## src/sv/mtcf_pkg.sv

```systemverilog
// Shared types and constants of the Modbus TCP client framer.
// No dependencies; used by every module of the framer.
package mtcf_pkg;

  // Input item opcodes.
  localparam logic [1:0] OPC_COMMAND  = 2'd0;
  localparam logic [1:0] OPC_PAYLOAD  = 2'd1;
  localparam logic [1:0] OPC_RESPONSE = 2'd2;

  // Command operations.
  localparam logic [2:0] OP_RD_COILS    = 3'd0;
  localparam logic [2:0] OP_RD_DISCRETE = 3'd1;
  localparam logic [2:0] OP_RD_HOLDING  = 3'd2;
  localparam logic [2:0] OP_RD_INPUT    = 3'd3;
  localparam logic [2:0] OP_WR_COIL     = 3'd4;
  localparam logic [2:0] OP_WR_REG      = 3'd5;
  localparam logic [2:0] OP_WR_COILS    = 3'd6;
  localparam logic [2:0] OP_WR_REGS     = 3'd7;

  // Result kinds.
  localparam logic [1:0] KIND_TX_BYTE = 2'd0;
  localparam logic [1:0] KIND_BIT     = 2'd1;
  localparam logic [1:0] KIND_WORD    = 2'd2;
  localparam logic [1:0] KIND_STATUS  = 2'd3;

  // Final status codes.
  localparam logic [1:0] STATUS_OK        = 2'd0;
  localparam logic [1:0] STATUS_EXCEPTION = 2'd1;
  localparam logic [1:0] STATUS_INVALID   = 2'd2;

  // Configuration register indexes.
  localparam logic CFG_MAX_WRITE_COILS     = 1'b0;
  localparam logic CFG_MAX_WRITE_REGISTERS = 1'b1;

  // Protocol limits.
  localparam logic [10:0] MAX_READ_BITS   = 11'd2000;
  localparam logic [10:0] MAX_READ_WORDS  = 11'd125;
  localparam logic [10:0] MAX_WRITE_COILS = 11'd1968;
  localparam logic [6:0]  MAX_WRITE_REGS  = 7'd123;
  localparam logic [7:0]  EXCEPTION_BIT   = 8'h80;
  localparam logic [7:0]  UNIT_ID         = 8'h01;
  localparam logic [7:0]  SINGLE_LENGTH   = 8'h06;
  localparam logic [15:0] COIL_ON         = 16'hFF00;

  // Kind of work the back end expands into result items.
  typedef enum logic [2:0] {
    JOB_HEADER,
    JOB_BYTES,
    JOB_BITS,
    JOB_WORD,
    JOB_STATUS
  } job_mode_t;

  // One queued job. Fields are reused depending on the mode:
  // header: tid, w0 address, w1 value or quantity, b0 function, b1 byte count.
  // bytes: b0 and b1 in order, cnt of them. bits: b0 data, w0 base index.
  // word: w1 value, w0 index.
  typedef struct packed {
    job_mode_t   mode;
    logic [15:0] tid;
    logic [15:0] w0;
    logic [15:0] w1;
    logic [7:0]  b0;
    logic [7:0]  b1;
    logic [7:0]  len;
    logic        ext;
    logic [3:0]  cnt;
    logic        st_en;
    logic [1:0]  st;
    logic [7:0]  ec;
  } job_t;

  // Function code of an operation.
  function automatic logic [7:0] func_code(input logic [2:0] op);
    logic [7:0] f;
    case (op)
      OP_RD_COILS:    f = 8'd1;
      OP_RD_DISCRETE: f = 8'd2;
      OP_RD_HOLDING:  f = 8'd3;
      OP_RD_INPUT:    f = 8'd4;
      OP_WR_COIL:     f = 8'd5;
      OP_WR_REG:      f = 8'd6;
      OP_WR_COILS:    f = 8'd15;
      default:        f = 8'd16;
    endcase
    return f;
  endfunction

endpackage

```

## src/sv/mtcf_front.sv

```systemverilog
// Front end of the framer: takes input items, keeps transaction state and
// turns each item into at most one job. Depends on mtcf_pkg.
module mtcf_front (
  input  logic             clk,
  input  logic             rst,
  input  logic             in_valid,
  input  logic [1:0]       opcode,
  input  logic [2:0]       operation,
  input  logic [15:0]      start_address,
  input  logic [10:0]      quantity,
  input  logic [15:0]      value,
  input  logic [7:0]       response_byte,
  input  logic             cfg_write,
  input  logic             cfg_index,
  input  logic [10:0]      cfg_data,
  output logic             job_push,
  output mtcf_pkg::job_t   job
);

  typedef enum logic [1:0] {PH_IDLE, PH_PAYLOAD, PH_AWAIT} phase_t;

  phase_t      phase;
  logic [10:0] max_write_coils;
  logic [6:0]  max_write_registers;
  logic [15:0] transaction_id;
  logic [15:0] hdr_addr;
  logic [15:0] hdr_value;
  logic [2:0]  pending_operation;
  logic [10:0] pending_quantity;
  logic [8:0]  expected_length;
  logic [8:0]  response_count;
  logic [7:0]  coil_pack_byte;
  logic [10:0] element_count;
  logic [7:0]  high_byte_hold;
  logic        exc_flag;
  logic        inv_flag;
  logic [7:0]  exc_code;

  // Command decode.
  logic [10:0] cap;
  logic        single_wr;
  logic        cmd_ok;
  logic [15:0] tid_inc;
  logic [15:0] wr_value;
  logic [11:0] q_plus7;
  logic [7:0]  byte_count;
  logic [8:0]  cmd_exp_len;

  // Payload decode.
  logic [10:0] elem_next;
  logic        pay_done;
  logic [7:0]  pack_next;

  // Response decode.
  logic [8:0]  rc_next;
  logic        rsp_done;
  logic        is_read;
  logic [8:0]  k;
  logic [10:0] bit_base;
  logic [10:0] bit_remain;
  logic [3:0]  bit_count;
  logic        exc_next;
  logic        inv_next;
  logic [7:0]  code_next;
  logic [7:0]  echo_byte;
  logic        echo_check;
  logic        data_ok;
  logic [1:0]  final_status;

  // Command: quantity check, header fields and expected response length.
  always_comb begin
    case (operation)
      mtcf_pkg::OP_RD_COILS, mtcf_pkg::OP_RD_DISCRETE: cap = mtcf_pkg::MAX_READ_BITS;
      mtcf_pkg::OP_RD_HOLDING, mtcf_pkg::OP_RD_INPUT:  cap = mtcf_pkg::MAX_READ_WORDS;
      mtcf_pkg::OP_WR_COILS:
        cap = (max_write_coils < mtcf_pkg::MAX_WRITE_COILS) ? max_write_coils
                                                             : mtcf_pkg::MAX_WRITE_COILS;
      mtcf_pkg::OP_WR_REGS:
        cap = {4'd0, (max_write_registers < mtcf_pkg::MAX_WRITE_REGS) ?
                     max_write_registers : mtcf_pkg::MAX_WRITE_REGS};
      default: cap = 11'd0;
    endcase
    single_wr = (operation == mtcf_pkg::OP_WR_COIL) || (operation == mtcf_pkg::OP_WR_REG);
    cmd_ok    = single_wr || (quantity != 11'd0 && quantity <= cap);
    tid_inc   = transaction_id + 16'd1;
    if (operation == mtcf_pkg::OP_WR_COIL) begin
      wr_value = (value != 16'd0) ? mtcf_pkg::COIL_ON : 16'd0;
    end else if (single_wr) begin
      wr_value = value;
    end else begin
      wr_value = {5'd0, quantity};
    end
    q_plus7 = {1'b0, quantity} + 12'd7;
    case (operation)
      mtcf_pkg::OP_WR_COILS: byte_count = q_plus7[10:3];
      mtcf_pkg::OP_WR_REGS:  byte_count = {quantity[6:0], 1'b0};
      default:               byte_count = 8'd0;
    endcase
    if (operation <= mtcf_pkg::OP_RD_DISCRETE) begin
      cmd_exp_len = 9'd9 + {1'b0, q_plus7[10:3]};
    end else if (operation <= mtcf_pkg::OP_RD_INPUT) begin
      cmd_exp_len = 9'd9 + {quantity[7:0], 1'b0};
    end else begin
      cmd_exp_len = 9'd12;
    end
  end

  // Payload: element count and coil packing.
  always_comb begin
    elem_next = element_count + 11'd1;
    pay_done  = elem_next >= pending_quantity;
    pack_next = coil_pack_byte;
    if (value != 16'd0) begin
      pack_next[element_count[2:0]] = 1'b1;
    end
  end

  // Response: header checks, data unpacking and final status.
  always_comb begin
    rc_next    = response_count + 9'd1;
    rsp_done   = rc_next >= expected_length;
    is_read    = pending_operation <= mtcf_pkg::OP_RD_INPUT;
    k          = response_count - 9'd9;
    bit_base   = {k[7:0], 3'b000};
    bit_remain = pending_quantity - bit_base;
    bit_count  = (bit_remain >= 11'd8) ? 4'd8 : bit_remain[3:0];
    case (response_count)
      9'd0:    echo_byte = transaction_id[15:8];
      9'd1:    echo_byte = transaction_id[7:0];
      9'd5:    echo_byte = mtcf_pkg::SINGLE_LENGTH;
      9'd6:    echo_byte = mtcf_pkg::UNIT_ID;
      9'd7:    echo_byte = mtcf_pkg::func_code(pending_operation);
      9'd8:    echo_byte = hdr_addr[15:8];
      9'd9:    echo_byte = hdr_addr[7:0];
      9'd10:   echo_byte = hdr_value[15:8];
      9'd11:   echo_byte = hdr_value[7:0];
      default: echo_byte = 8'd0;
    endcase
    if (pending_operation <= mtcf_pkg::OP_WR_REG) begin
      echo_check = response_count < 9'd12;
    end else begin
      echo_check = (response_count < 9'd10) && (response_count != 9'd5);
    end
    exc_next  = exc_flag;
    inv_next  = inv_flag;
    code_next = exc_code;
    data_ok   = 1'b0;
    if (is_read) begin
      if (response_count == 9'd7) begin
        if ((response_byte & mtcf_pkg::EXCEPTION_BIT) != 8'd0) begin
          exc_next = 1'b1;
        end else if (response_byte != mtcf_pkg::func_code(pending_operation)) begin
          inv_next = 1'b1;
        end
      end else if (response_count == 9'd8) begin
        if (exc_flag) begin
          code_next = response_byte;
        end
      end else if (response_count >= 9'd9) begin
        data_ok = !exc_flag && !inv_flag;
      end
    end else if (echo_check && response_byte != echo_byte) begin
      inv_next = 1'b1;
    end
    if (exc_next) begin
      final_status = mtcf_pkg::STATUS_EXCEPTION;
    end else if (inv_next) begin
      final_status = mtcf_pkg::STATUS_INVALID;
    end else begin
      final_status = mtcf_pkg::STATUS_OK;
    end
  end

  // Job built from the current item.
  always_comb begin
    job       = '0;
    job.mode  = mtcf_pkg::JOB_STATUS;
    job_push  = 1'b0;
    if (in_valid) begin
      case (opcode)
        mtcf_pkg::OPC_COMMAND: begin
          job_push = 1'b1;
          if (!cmd_ok) begin
            job.st = mtcf_pkg::STATUS_INVALID;
          end else begin
            job.mode = mtcf_pkg::JOB_HEADER;
            job.tid  = tid_inc;
            job.w0   = start_address;
            job.w1   = wr_value;
            job.b0   = mtcf_pkg::func_code(operation);
            job.b1   = byte_count;
            job.ext  = operation >= mtcf_pkg::OP_WR_COILS;
            job.len  = job.ext ? 8'd7 + byte_count : mtcf_pkg::SINGLE_LENGTH;
          end
        end
        mtcf_pkg::OPC_PAYLOAD: begin
          if (phase == PH_PAYLOAD) begin
            job.mode = mtcf_pkg::JOB_BYTES;
            if (pending_operation == mtcf_pkg::OP_WR_COILS) begin
              job.cnt  = 4'd1;
              job.b0   = pack_next;
              job_push = (element_count[2:0] == 3'd7) || pay_done;
            end else begin
              job.cnt  = 4'd2;
              job.b0   = value[15:8];
              job.b1   = value[7:0];
              job_push = 1'b1;
            end
          end
        end
        mtcf_pkg::OPC_RESPONSE: begin
          if (phase == PH_AWAIT) begin
            job.st_en = rsp_done;
            job.st    = final_status;
            job.ec    = (final_status == mtcf_pkg::STATUS_EXCEPTION) ? code_next : 8'd0;
            job_push  = rsp_done;
            if (data_ok && pending_operation <= mtcf_pkg::OP_RD_DISCRETE) begin
              job.mode = mtcf_pkg::JOB_BITS;
              job.b0   = response_byte;
              job.w0   = {5'd0, bit_base};
              job.cnt  = bit_count;
              job_push = 1'b1;
            end else if (data_ok && k[0]) begin
              job.mode = mtcf_pkg::JOB_WORD;
              job.w1   = {high_byte_hold, response_byte};
              job.w0   = {8'd0, k[8:1]};
              job_push = 1'b1;
            end
          end
        end
        default: begin
          job_push = 1'b0;
        end
      endcase
    end
  end

  // Transaction state and configuration registers.
  always_ff @(posedge clk) begin
    if (rst) begin
      phase               <= PH_IDLE;
      max_write_coils     <= mtcf_pkg::MAX_WRITE_COILS;
      max_write_registers <= mtcf_pkg::MAX_WRITE_REGS;
      transaction_id      <= 16'd1;
      pending_operation   <= mtcf_pkg::OP_RD_COILS;
      pending_quantity    <= 11'd0;
      expected_length     <= 9'd9;
      response_count      <= 9'd0;
      coil_pack_byte      <= 8'd0;
      element_count       <= 11'd0;
      high_byte_hold      <= 8'd0;
      exc_flag            <= 1'b0;
      inv_flag            <= 1'b0;
      exc_code            <= 8'd0;
    end else begin
      if (cfg_write) begin
        case (cfg_index)
          mtcf_pkg::CFG_MAX_WRITE_COILS:     max_write_coils     <= cfg_data;
          mtcf_pkg::CFG_MAX_WRITE_REGISTERS: max_write_registers <= cfg_data[6:0];
          default: ;
        endcase
      end
      if (in_valid) begin
        case (opcode)
          mtcf_pkg::OPC_COMMAND: begin
            if (cmd_ok) begin
              transaction_id    <= tid_inc;
              hdr_addr          <= start_address;
              hdr_value         <= wr_value;
              pending_operation <= operation;
              pending_quantity  <= single_wr ? 11'd0 : quantity;
              expected_length   <= cmd_exp_len;
              response_count    <= 9'd0;
              coil_pack_byte    <= 8'd0;
              element_count     <= 11'd0;
              high_byte_hold    <= 8'd0;
              exc_flag          <= 1'b0;
              inv_flag          <= 1'b0;
              exc_code          <= 8'd0;
              phase             <= (operation >= mtcf_pkg::OP_WR_COILS) ? PH_PAYLOAD
                                                                       : PH_AWAIT;
            end
          end
          mtcf_pkg::OPC_PAYLOAD: begin
            if (phase == PH_PAYLOAD) begin
              element_count <= elem_next;
              if (element_count[2:0] == 3'd7 || pay_done) begin
                coil_pack_byte <= 8'd0;
              end else begin
                coil_pack_byte <= pack_next;
              end
              if (pay_done) begin
                phase <= PH_AWAIT;
              end
            end
          end
          mtcf_pkg::OPC_RESPONSE: begin
            if (phase == PH_AWAIT) begin
              response_count <= rc_next;
              exc_flag       <= exc_next;
              inv_flag       <= inv_next;
              exc_code       <= code_next;
              if (data_ok && !k[0]) begin
                high_byte_hold <= response_byte;
              end
              if (rsp_done) begin
                phase <= PH_IDLE;
              end
            end
          end
          default: ;
        endcase
      end
    end
  end

endmodule

```

## src/sv/mtcf_queue.sv

```systemverilog
// Short job queue between the front and back ends of the framer.
// Depends on mtcf_pkg for the job type.
module mtcf_queue #(
  parameter int DEPTH = 4
) (
  input  logic           clk,
  input  logic           rst,
  input  logic           push,
  input  mtcf_pkg::job_t push_job,
  input  logic           pop,
  output logic           full,
  output logic           valid,
  output mtcf_pkg::job_t head
);

  localparam int PTR_W = (DEPTH > 1) ? $clog2(DEPTH) : 1;
  localparam int CNT_W = $clog2(DEPTH + 1);
  localparam logic [PTR_W-1:0] LAST_PTR = PTR_W'(DEPTH - 1);

  mtcf_pkg::job_t   slots [DEPTH];
  logic [PTR_W-1:0] wr_ptr;
  logic [PTR_W-1:0] rd_ptr;
  logic [CNT_W-1:0] count;
  logic             do_push;
  logic             do_pop;

  assign full    = count == CNT_W'(DEPTH);
  assign valid   = count != '0;
  assign head    = slots[rd_ptr];
  assign do_push = push && !full;
  assign do_pop  = pop && valid;

  // Payload slots need no reset.
  always_ff @(posedge clk) begin
    if (do_push) begin
      slots[wr_ptr] <= push_job;
    end
  end

  // Pointers and fill count.
  always_ff @(posedge clk) begin
    if (rst) begin
      wr_ptr <= '0;
      rd_ptr <= '0;
      count  <= '0;
    end else begin
      if (do_push) begin
        wr_ptr <= (wr_ptr == LAST_PTR) ? '0 : wr_ptr + PTR_W'(1);
      end
      if (do_pop) begin
        rd_ptr <= (rd_ptr == LAST_PTR) ? '0 : rd_ptr + PTR_W'(1);
      end
      if (do_push && !do_pop) begin
        count <= count + CNT_W'(1);
      end else if (do_pop && !do_push) begin
        count <= count - CNT_W'(1);
      end
    end
  end

endmodule

```

## src/sv/mtcf_back.sv

```systemverilog
// Back end of the framer: expands queued jobs into result items, one per
// cycle while the output register is free or popped. Depends on mtcf_pkg.
module mtcf_back (
  input  logic           clk,
  input  logic           rst,
  input  logic           job_valid,
  input  mtcf_pkg::job_t job,
  output logic           job_pop,
  output logic           empty,
  input  logic           pop,
  output logic [1:0]     kind,
  output logic [7:0]     tx_byte,
  output logic [15:0]    read_value,
  output logic [10:0]    read_index,
  output logic [1:0]     status,
  output logic [7:0]     exception_code,
  output logic           last
);

  logic [3:0]  pos;
  logic [3:0]  item_count;
  logic        take;
  logic        final_item;
  logic        out_valid;
  logic [1:0]  n_kind;
  logic [7:0]  n_tx;
  logic [15:0] n_value;
  logic [10:0] n_index;
  logic [1:0]  n_status;
  logic [7:0]  n_code;

  assign empty      = !out_valid;
  assign take       = job_valid && (!out_valid || pop);
  assign final_item = pos == item_count - 4'd1;
  assign job_pop    = take && final_item;

  // Number of items in the head job.
  always_comb begin
    case (job.mode)
      mtcf_pkg::JOB_HEADER: item_count = job.ext ? 4'd13 : 4'd12;
      mtcf_pkg::JOB_BYTES:  item_count = job.cnt;
      mtcf_pkg::JOB_BITS:   item_count = job.cnt + {3'd0, job.st_en};
      mtcf_pkg::JOB_WORD:   item_count = 4'd1 + {3'd0, job.st_en};
      default:              item_count = 4'd1;
    endcase
  end

  // Item at the current position of the head job.
  always_comb begin
    n_kind   = mtcf_pkg::KIND_STATUS;
    n_tx     = 8'd0;
    n_value  = 16'd0;
    n_index  = 11'd0;
    n_status = job.st;
    n_code   = job.ec;
    case (job.mode)
      mtcf_pkg::JOB_HEADER: begin
        n_kind   = mtcf_pkg::KIND_TX_BYTE;
        n_status = mtcf_pkg::STATUS_OK;
        n_code   = 8'd0;
        case (pos)
          4'd0:    n_tx = job.tid[15:8];
          4'd1:    n_tx = job.tid[7:0];
          4'd5:    n_tx = job.len;
          4'd6:    n_tx = mtcf_pkg::UNIT_ID;
          4'd7:    n_tx = job.b0;
          4'd8:    n_tx = job.w0[15:8];
          4'd9:    n_tx = job.w0[7:0];
          4'd10:   n_tx = job.w1[15:8];
          4'd11:   n_tx = job.w1[7:0];
          4'd12:   n_tx = job.b1;
          default: n_tx = 8'd0;
        endcase
      end
      mtcf_pkg::JOB_BYTES: begin
        n_kind   = mtcf_pkg::KIND_TX_BYTE;
        n_status = mtcf_pkg::STATUS_OK;
        n_code   = 8'd0;
        n_tx     = (pos == 4'd0) ? job.b0 : job.b1;
      end
      mtcf_pkg::JOB_BITS: begin
        if (pos < job.cnt) begin
          n_kind   = mtcf_pkg::KIND_BIT;
          n_status = mtcf_pkg::STATUS_OK;
          n_code   = 8'd0;
          n_value  = {15'd0, job.b0[pos[2:0]]};
          n_index  = job.w0[10:0] + {7'd0, pos};
        end
      end
      mtcf_pkg::JOB_WORD: begin
        if (pos == 4'd0) begin
          n_kind   = mtcf_pkg::KIND_WORD;
          n_status = mtcf_pkg::STATUS_OK;
          n_code   = 8'd0;
          n_value  = job.w1;
          n_index  = job.w0[10:0];
        end
      end
      default: ;
    endcase
  end

  // Position counter and output register.
  always_ff @(posedge clk) begin
    if (rst) begin
      pos       <= 4'd0;
      out_valid <= 1'b0;
    end else begin
      if (take) begin
        pos            <= final_item ? 4'd0 : pos + 4'd1;
        out_valid      <= 1'b1;
        kind           <= n_kind;
        tx_byte        <= n_tx;
        read_value     <= n_value;
        read_index     <= n_index;
        status         <= n_status;
        exception_code <= n_code;
        last           <= final_item;
      end else if (pop) begin
        out_valid <= 1'b0;
      end
    end
  end

endmodule

```

## src/sv/modbus_tcp_client_framer.sv

```systemverilog
// Modbus TCP client framer. Every input item is accepted while full is low;
// the front end decodes it at once and queues at most one job, so items
// follow back to back as long as the job queue (QUEUE_DEPTH entries) has
// room. The back end emits one result item per cycle from the queue head
// unless the result port stalls, so the result port sets the sustained
// rate. Depends on mtcf_pkg, mtcf_front, mtcf_queue and mtcf_back.
module modbus_tcp_client_framer #(
  parameter int QUEUE_DEPTH = 4
) (
  input  logic        clk,
  input  logic        rst,
  input  logic        push,
  output logic        full,
  input  logic [1:0]  opcode,
  input  logic [2:0]  operation,
  input  logic [15:0] start_address,
  input  logic [10:0] quantity,
  input  logic [15:0] value,
  input  logic        payload_last,
  input  logic [7:0]  response_byte,
  output logic        empty,
  input  logic        pop,
  output logic [1:0]  kind,
  output logic [7:0]  tx_byte,
  output logic [15:0] read_value,
  output logic [10:0] read_index,
  output logic [1:0]  status,
  output logic [7:0]  exception_code,
  output logic        last,
  input  logic        cfg_write,
  input  logic        cfg_index,
  input  logic [10:0] cfg_data
);

  logic           in_valid;
  logic           job_push;
  mtcf_pkg::job_t job_in;
  logic           q_valid;
  mtcf_pkg::job_t q_head;
  logic           q_pop;

  // The payload ends on the element count, so the end marker is not needed.
  assign in_valid = push && !full && (payload_last || !payload_last);

  // Front end: decode and transaction state.
  mtcf_front u_front (
    .clk           (clk),
    .rst           (rst),
    .in_valid      (in_valid),
    .opcode        (opcode),
    .operation     (operation),
    .start_address (start_address),
    .quantity      (quantity),
    .value         (value),
    .response_byte (response_byte),
    .cfg_write     (cfg_write),
    .cfg_index     (cfg_index),
    .cfg_data      (cfg_data),
    .job_push      (job_push),
    .job           (job_in)
  );

  // Job queue.
  mtcf_queue #(.DEPTH(QUEUE_DEPTH)) u_queue (
    .clk      (clk),
    .rst      (rst),
    .push     (job_push),
    .push_job (job_in),
    .pop      (q_pop),
    .full     (full),
    .valid    (q_valid),
    .head     (q_head)
  );

  // Back end: result expansion.
  mtcf_back u_back (
    .clk            (clk),
    .rst            (rst),
    .job_valid      (q_valid),
    .job            (q_head),
    .job_pop        (q_pop),
    .empty          (empty),
    .pop            (pop),
    .kind           (kind),
    .tx_byte        (tx_byte),
    .read_value     (read_value),
    .read_index     (read_index),
    .status         (status),
    .exception_code (exception_code),
    .last           (last)
  );

  // A job is only queued for an accepted item.
  assert property (@(posedge clk) disable iff (rst) job_push |-> in_valid)
    else $error("job queued without an accepted item");

  // A final status always closes the run of its item.
  assert property (@(posedge clk) disable iff (rst)
    (!empty && kind == mtcf_pkg::KIND_STATUS) |-> last)
    else $error("status item not marked last");

  // Only status items carry a nonzero status or exception code.
  assert property (@(posedge clk) disable iff (rst)
    (!empty && kind != mtcf_pkg::KIND_STATUS) |->
      (status == mtcf_pkg::STATUS_OK && exception_code == 8'd0))
    else $error("status fields set on a data item");

  // The queue head is only released by the back end while it holds a job.
  assert property (@(posedge clk) disable iff (rst) q_pop |-> q_valid)
    else $error("job released from an empty queue");

endmodule

```

## config.mk

```make
export PLATFORM = sky130hd
export DESIGN_NAME = modbus_tcp_client_framer
export DESIGN_NICKNAME = d
export VERILOG_FILES = /design/src/sv/mtcf_pkg.sv /design/src/sv/mtcf_front.sv /design/src/sv/mtcf_queue.sv /design/src/sv/mtcf_back.sv /design/src/sv/modbus_tcp_client_framer.sv
export SDC_FILE = /design/constraint.sdc
export NUM_CORES = 1
export LEC_CHECK = 0
export ABC_AREA = 1
export ABC_CLOCK_PERIOD_IN_PS = 15900
export BUFFER_PORTS_ARGS = -buffer_cell sky130_fd_sc_hd__buf_4
export CORE_MARGIN = 5
export CORE_UTILIZATION = 40
export DETAILED_ROUTE_END_ITERATION = 8
export MAX_ROUTING_LAYER = met4
export PLACE_DENSITY = 0.56
export SLEW_MARGIN = 40
export SYNTH_ARGS = -nofsm -noshare
export SYNTH_HDL_FRONTEND = slang
export SYNTH_SLANG_ARGS = --single-unit
```

## constraint.sdc

```tcl
create_clock -name clk -period 15.9 [get_ports clk]
set_input_delay 3.18 -clock clk [delete_from_list [all_inputs] [get_ports clk]]
set_output_delay 3.18 -clock clk [all_outputs]
set_load 0.02 [all_outputs]
```

Yosys cells after proc, flatten, opt, wreduce, memory -nomap -nowiden:

Memories as Yosys holds them, arrays and structs flattened. A register that Yosys moved wholly into a read port is not among the register bits.
Cells that the tools add are included.

* register bits: 197
* RAM bits: 364
* bits of input ports: 74
* memories kept: 1

* add/sub/neg operators: 18
* $lt $le $gt $ge: 19
* eq/ne operators: 52
* muxes and demuxes: 137
* bitwise gates (word level): 3
* reductions and logical operators: 52

Memory list
* u_queue.slots: words 4, bits a word 91, read ports 1, clocked after memory_dff 1, wr ports 1, line mtcf_queue.sv:20 `mtcf_pkg::job_t slots [DEPTH];`

Operators with widths (count)
* $mux 8: 23
* $mux 16: 8
* $pmux 8 s2: 6
* $mux 91: 1
* $pmux 8 s10: 1
* $mux 76: 1
* $pmux 8 s9: 1
* $pmux 5 s7: 2
* $mux 11: 6
* $pmux 32 s2: 1
* $pmux 8 s3: 2
* $mux 9: 5
* $pmux 11 s2: 2
* $pmux 11 s4: 1
* $mux 40: 1
* $eq 9x4->1 const B: 4
* $mux 2: 17
* $mux 1: 32
* $pmux 16 s2: 1
* $eq 3x3->1 const B: 9
* $eq 9x3->1 const B: 3
* $mux 24: 1
* $eq 4x4->1 const B: 5
* $eq 3x2->1 const B: 6
* other kinds (75): 142

Depth between registers and ports, before layout:

* depth in word-level cells: 17
* gate-level depth with buffers: 27

Modules after synthesis:

From an unflattened synthesis, not the netlist that was laid out.

* cells, all modules: 2971
* area, all modules: 28009.4 µm²

By module, submodules not included
* mtcf_queue: times used 1, cells each 950, area each 13983.4 µm²
* mtcf_front: times used 1, cells each 1572, area each 10497.6 µm²
* mtcf_back: times used 1, cells each 447, area each 3518.4 µm²
* modbus_tcp_client_framer: times used 1, cells each 2, area each 10.0 µm²

Worst setup path before layout:

No wires, ideal clock.

* path type: input-to-reg
* start: input opcode[0]
* end: memory u_queue.slots[0][0] (netlist bit), enable pin
* setup time: 0.680 ns
* arrival time: 10.778 ns
* slack: 4.442 ns
* cell stages on the path: 9
* path through: inv_1 > ha_1 > buf_2 > inv_1 > nor2_4 > inv_1 > nor2_1 > o21ai_4 > a21boi_0

* word-level cells in the longest chain between the ends: 6
* elaborated cells between the ends (all ways): 8
* classes of those cells: 2 x eq/ne; 4 x mux; 2 x reduce/logical

RTL lines
* from (decl): line modbus_tcp_client_framer.sv:14 `input logic [1:0] opcode,`
* $eq 2x2->1 (tied with other cells): line mtcf_front.sv:180 `case (opcode)`
* $pmux 1 s3 *: line mtcf_front.sv:180
* $mux 1 *: line mtcf_front.sv:179 `if (in_valid) begin`
* $logic_and 1x1->1 *: line mtcf_queue.sv:30 `assign do_push = push && !full;`
* $mux 1 *: line mtcf_queue.sv:35 `if (do_push) begin`
* $mux 1 (not written as such) *: line mtcf_queue.sv:36 `slots[wr_ptr] <= push_job;`
* to (decl): line mtcf_queue.sv:20

Mark *: on every way between the ends. The rest lies on a longest branch, timed or not.

==> results.sh <==
export IMPL_root_buffer="clkbuf_16"
export IMPL_rows=96
export IMPL_cp_max_fo=50
export IMPL_tns_ns=0
export IMPL_numPortBuffers=122
export IMPL_worstSetupPathDepth=20
export IMPL_final_cells=4000
export IMPL_grt_pass1_wl_um=131000
export IMPL_hp_class="reg -> reg"
export IMPL_timing_max_slew_rel_slack_pct=36.9
export IMPL_ir_drop_uv=113
export IMPL_antenna_found_initial=0
export IMPL_antennaDiodeCount=0
export IMPL_initial_core_util_pct=40.4
export IMPL_overflow=0
export IMPL_routabilityCongestion=0.936
export IMPL_endpoint_kind="flip-flop"
export IMPL_vias=21800
export IMPL_fmax_mhz=142
export IMPL_final_setup_viol_count=0
export IMPL_clock_path_buffers=3
export IMPL_layout_setup_ws_ns=8.88
export IMPL_finClkSkew_ns=0.0176
export IMPL_crit_family="compound AO/OA/AOI/OAI gates"
export IMPL_yosysTopAreaCell="edfxtp_1"
export IMPL_critPathCapture="u_queue.slots[1][18]$_DFFE_PP_"
export IMPL_clk_latency_ns=0.64
export IMPL_grt_max_degree=92
export IMPL_ys_top_cells_by_count="621 x nand2_1, 444 x edfxtp_1, 262 x nor2_1"
export IMPL_synth_fp_nets=3080
export IMPL_slew_viol_final=0
export IMPL_first_iter_violations=1971
export IMPL_grtUsageTotal_pct=23.6
export IMPL_ios=124
export IMPL_cpMostUsedCell="nand2_1"
export IMPL_clkTransAtPathRegs_ns=0.06
export IMPL_max_cap_viol_count=0
export IMPL_worst_slew_pin_slew_ns=0.939
export IMPL_yosysWarnings=0
export IMPL_synth_area_leaders="edfxtp_1 48%, dfxtp_1 8.6%, nand2_1 8.4%"
export IMPL_startpoint="operation[0]"
export IMPL_avgSynthCellArea_um2=9.50
export IMPL_criticalPathCategory="in -> reg"
export IMPL_dieArea_mm2=0.0748
export IMPL_grt_pass1_vias=20827
export IMPL_hpwl_um=62900
export IMPL_ys_types=72
export IMPL_rr_endpoint="u_queue.slots[0][49]$_DFFE_PP_"
export IMPL_cts_buffers=61
export IMPL_synth_edf_count=444
export IMPL_holdWs_ns=0.466
export IMPL_async_flop_share_pct=0
export IMPL_crit_buf_inv=5
export IMPL_period_minus_slack_ns=7.02
export IMPL_post_synth_top_count_cell="nand2_1"
export IMPL_wl_per_cell_um=21.9
export IMPL_core_area_mm2=0.0687
export IMPL_outcome="completed"
export IMPL_rsz0062_at_grt="false"
export IMPL_cp_arrival_ns=7.39
export IMPL_final_nets=3172
export IMPL_dp_cells=3884
export IMPL_fin_crit_sh_pct=44.2
export IMPL_ys_seq_area_share_pct=56.6
export IMPL_routed_wl_um=87400
export IMPL_ys_seq_elements=563
export IMPL_critPathMaxStageDelay_ns=0.52
export IMPL_route_detailed_drc=0
export IMPL_cts_tree="done"
export IMPL_required_ns=16.27
export IMPL_crit_chain="buf_4 > inv_1 > ha_1 > o21ai_0 > inv_1 > or2_2 > a221oi_1 > ha_1 > a21oi_1 > o21ai_0 > nand2_1 > nand3_1 > o31ai_1 > nand2_1 > nand2_1 > nand2_1 > nor2_4 > buf_4 > inv_4 > a21oi_1"
export IMPL_p_leak_uw=0.0124
export IMPL_syn_area_mm2=0.0278
export IMPL_drive_gt1_share_pct=11.6
export IMPL_h_tree_depth=2
export IMPL_cts_resized=0
export IMPL_pre_cts_ws_ns=8.30
export IMPL_dominantRegCellSynth="edfxtp_1"
export IMPL_worst_setup_path_start_kind="primary input"
export IMPL_syn_to_final_growth_pct=14.2
export IMPL_antenna_left=0
export IMPL_avgViaCountPerCell=5.45
export IMPL_holdBufCountCts=0
export IMPL_die_w_um=273
export IMPL_p_per_area_mw_per_mm2=145
export IMPL_synthCells=2924
export IMPL_r2r_worst_path_cells=18
export IMPL_drt_first_pass_iters=6
export IMPL_r2r_slack_ns=10.12
export IMPL_reg2reg_from="u_front.response_count[0]$_SDFFE_PP0P_"
export IMPL_cp_slowest_cell="a21oi_1"
export IMPL_hold_viol_final=0
export IMPL_dieHeight_um=273
export IMPL_cts_sinks=563
export IMPL_cts_setup_buffers=0
export IMPL_yosys_area_top_type_share_pct=48.0
layout make-up:
| class | instances | area, um2 |
|---|---|---|
| flip-flops and latches | 563 | 15700 |
| multi-input cells | 1963 | 10500 |
| inverters | 273 | 1040 |
| repair buffers | 154 | 1170 |
| well taps | 931 | 1160 |
| fillers | 6536 | 37000 |
| clock inverters | 45 | 546 |
| clock buffers | 71 | 1610 |
per-layer routing:
metal | GRT usage (%) | vias to the layer above | share of wire (%)
li1 | - | 10331 | -
met1 | 32.5 | 10515 | 44
met2 | 36.7 | 791 | 46
met3 | 3.10 | 163 | 6.9
met4 | 7.12 | 0 | 3.4
met5 | - | - | 0
how the worst min path moves through the flow:
| stage | start | endpoint | cells past startpoint |
|---|---|---|---|
| finish | u_front.high_byte_hold[6]$_SDFFE_PP0P_ | u_front.high_byte_hold[6]$_SDFFE_PP0P_ | 2 |
| global route | u_front.high_byte_hold[6]$_SDFFE_PP0P_ | u_front.high_byte_hold[6]$_SDFFE_PP0P_ | 2 |
| CTS | u_front.high_byte_hold[1]$_SDFFE_PP0P_ | u_front.high_byte_hold[1]$_SDFFE_PP0P_ | 2 |
| detailed placement | u_front.high_byte_hold[1]$_SDFFE_PP0P_ | u_front.high_byte_hold[1]$_SDFFE_PP0P_ | 2 |
| global placement | u_front.high_byte_hold[6]$_SDFFE_PP0P_ | u_front.high_byte_hold[6]$_SDFFE_PP0P_ | 2 |
| floorplan | u_front.expected_length[8]$_SDFFE_PP0P_ | u_front.expected_length[8]$_SDFFE_PP0P_ | 2 |
report_power, final:
part           switching (uW)  leakage, uW  internal, uW
Sequential               52.4      0.00506          1700
Clock                     611      0.00104           894
Combinational             961      0.00630           397
worst register-to-register path, stage by stage, from the launching register on:
cell and delay, ns:
dfxtp_1 0.67, ha_1 0.32, inv_1 0.09, nor2_1 0.23, nand3_1 0.15, nor3_1 0.20
xor2_1 0.16, inv_1 0.09, ha_1 0.32, inv_1 0.06, nor3_1 0.21, nand2_1 0.08
o2111ai_1 0.37, nand2_1 0.17, nand2_1 0.14, o21ai_2 0.22, a21boi_4 0.52, buf_4 0.58
buf_4 0.75
cell usage in the layout, fill, tap and decap left out, types with 15 or more instances in the layout:
cell,count
dfxtp_1,117
nor3_1,15
a21oi_1,250
nor2_1,260
inv_1,255
edfxtp_1,444
o22ai_1,43
xor2_1,43
a211oi_1,29
nand3_1,224
ha_1,79
buf_4,152
nand4_1,34
nand2_1,619
clkbuf_16,61
a32o_1,18
o21ai_0,168
through the flow:
stage / cell area, um2 / utilization [%] / total power [uW]
2_1_floorplan: 27800 / - / 2680
3_3_place_gp: 29500 / 43.0 / 3110
3_5_place_dp: 29500 / 43.0 / 3140
4_1_cts: 31700 / 46.2 / 4640
5_1_grt: 31700 / 46.2 / 4840
6_report: 31700 / 46.2 / 4610
sequential cells by signal, summed over array words and instances (netlist names), 3 cells and up, named ones only:
signal                       flops
u_queue.slots                  364
u_back.read_value               16
u_front.hdr_addr                16
u_front.hdr_value               16
u_front.transaction_id          16
u_back.read_index               11
u_front.element_count           11
u_front.max_write_coils         11
u_front.pending_quantity        11
u_front.expected_length          9
u_front.response_count           9
u_back.exception_code            8
u_back.tx_byte                   8
u_front.coil_pack_byte           8
u_front.exc_code                 8
u_front.high_byte_hold           8
u_front.max_write_registers      7
u_back.pos                       4
u_front.pending_operation        3
u_queue.count                    3
kinds of logic after synthesis:
logic type | synth area share, %
flops | 56.6
buf+inv | 5.97
compound gates | 12.4
mux | 0.0406
simple gates | 19.5
xor+xnor | 1.70
fa+ha+maj | 3.78
Power figures use the tool's default switching activity.
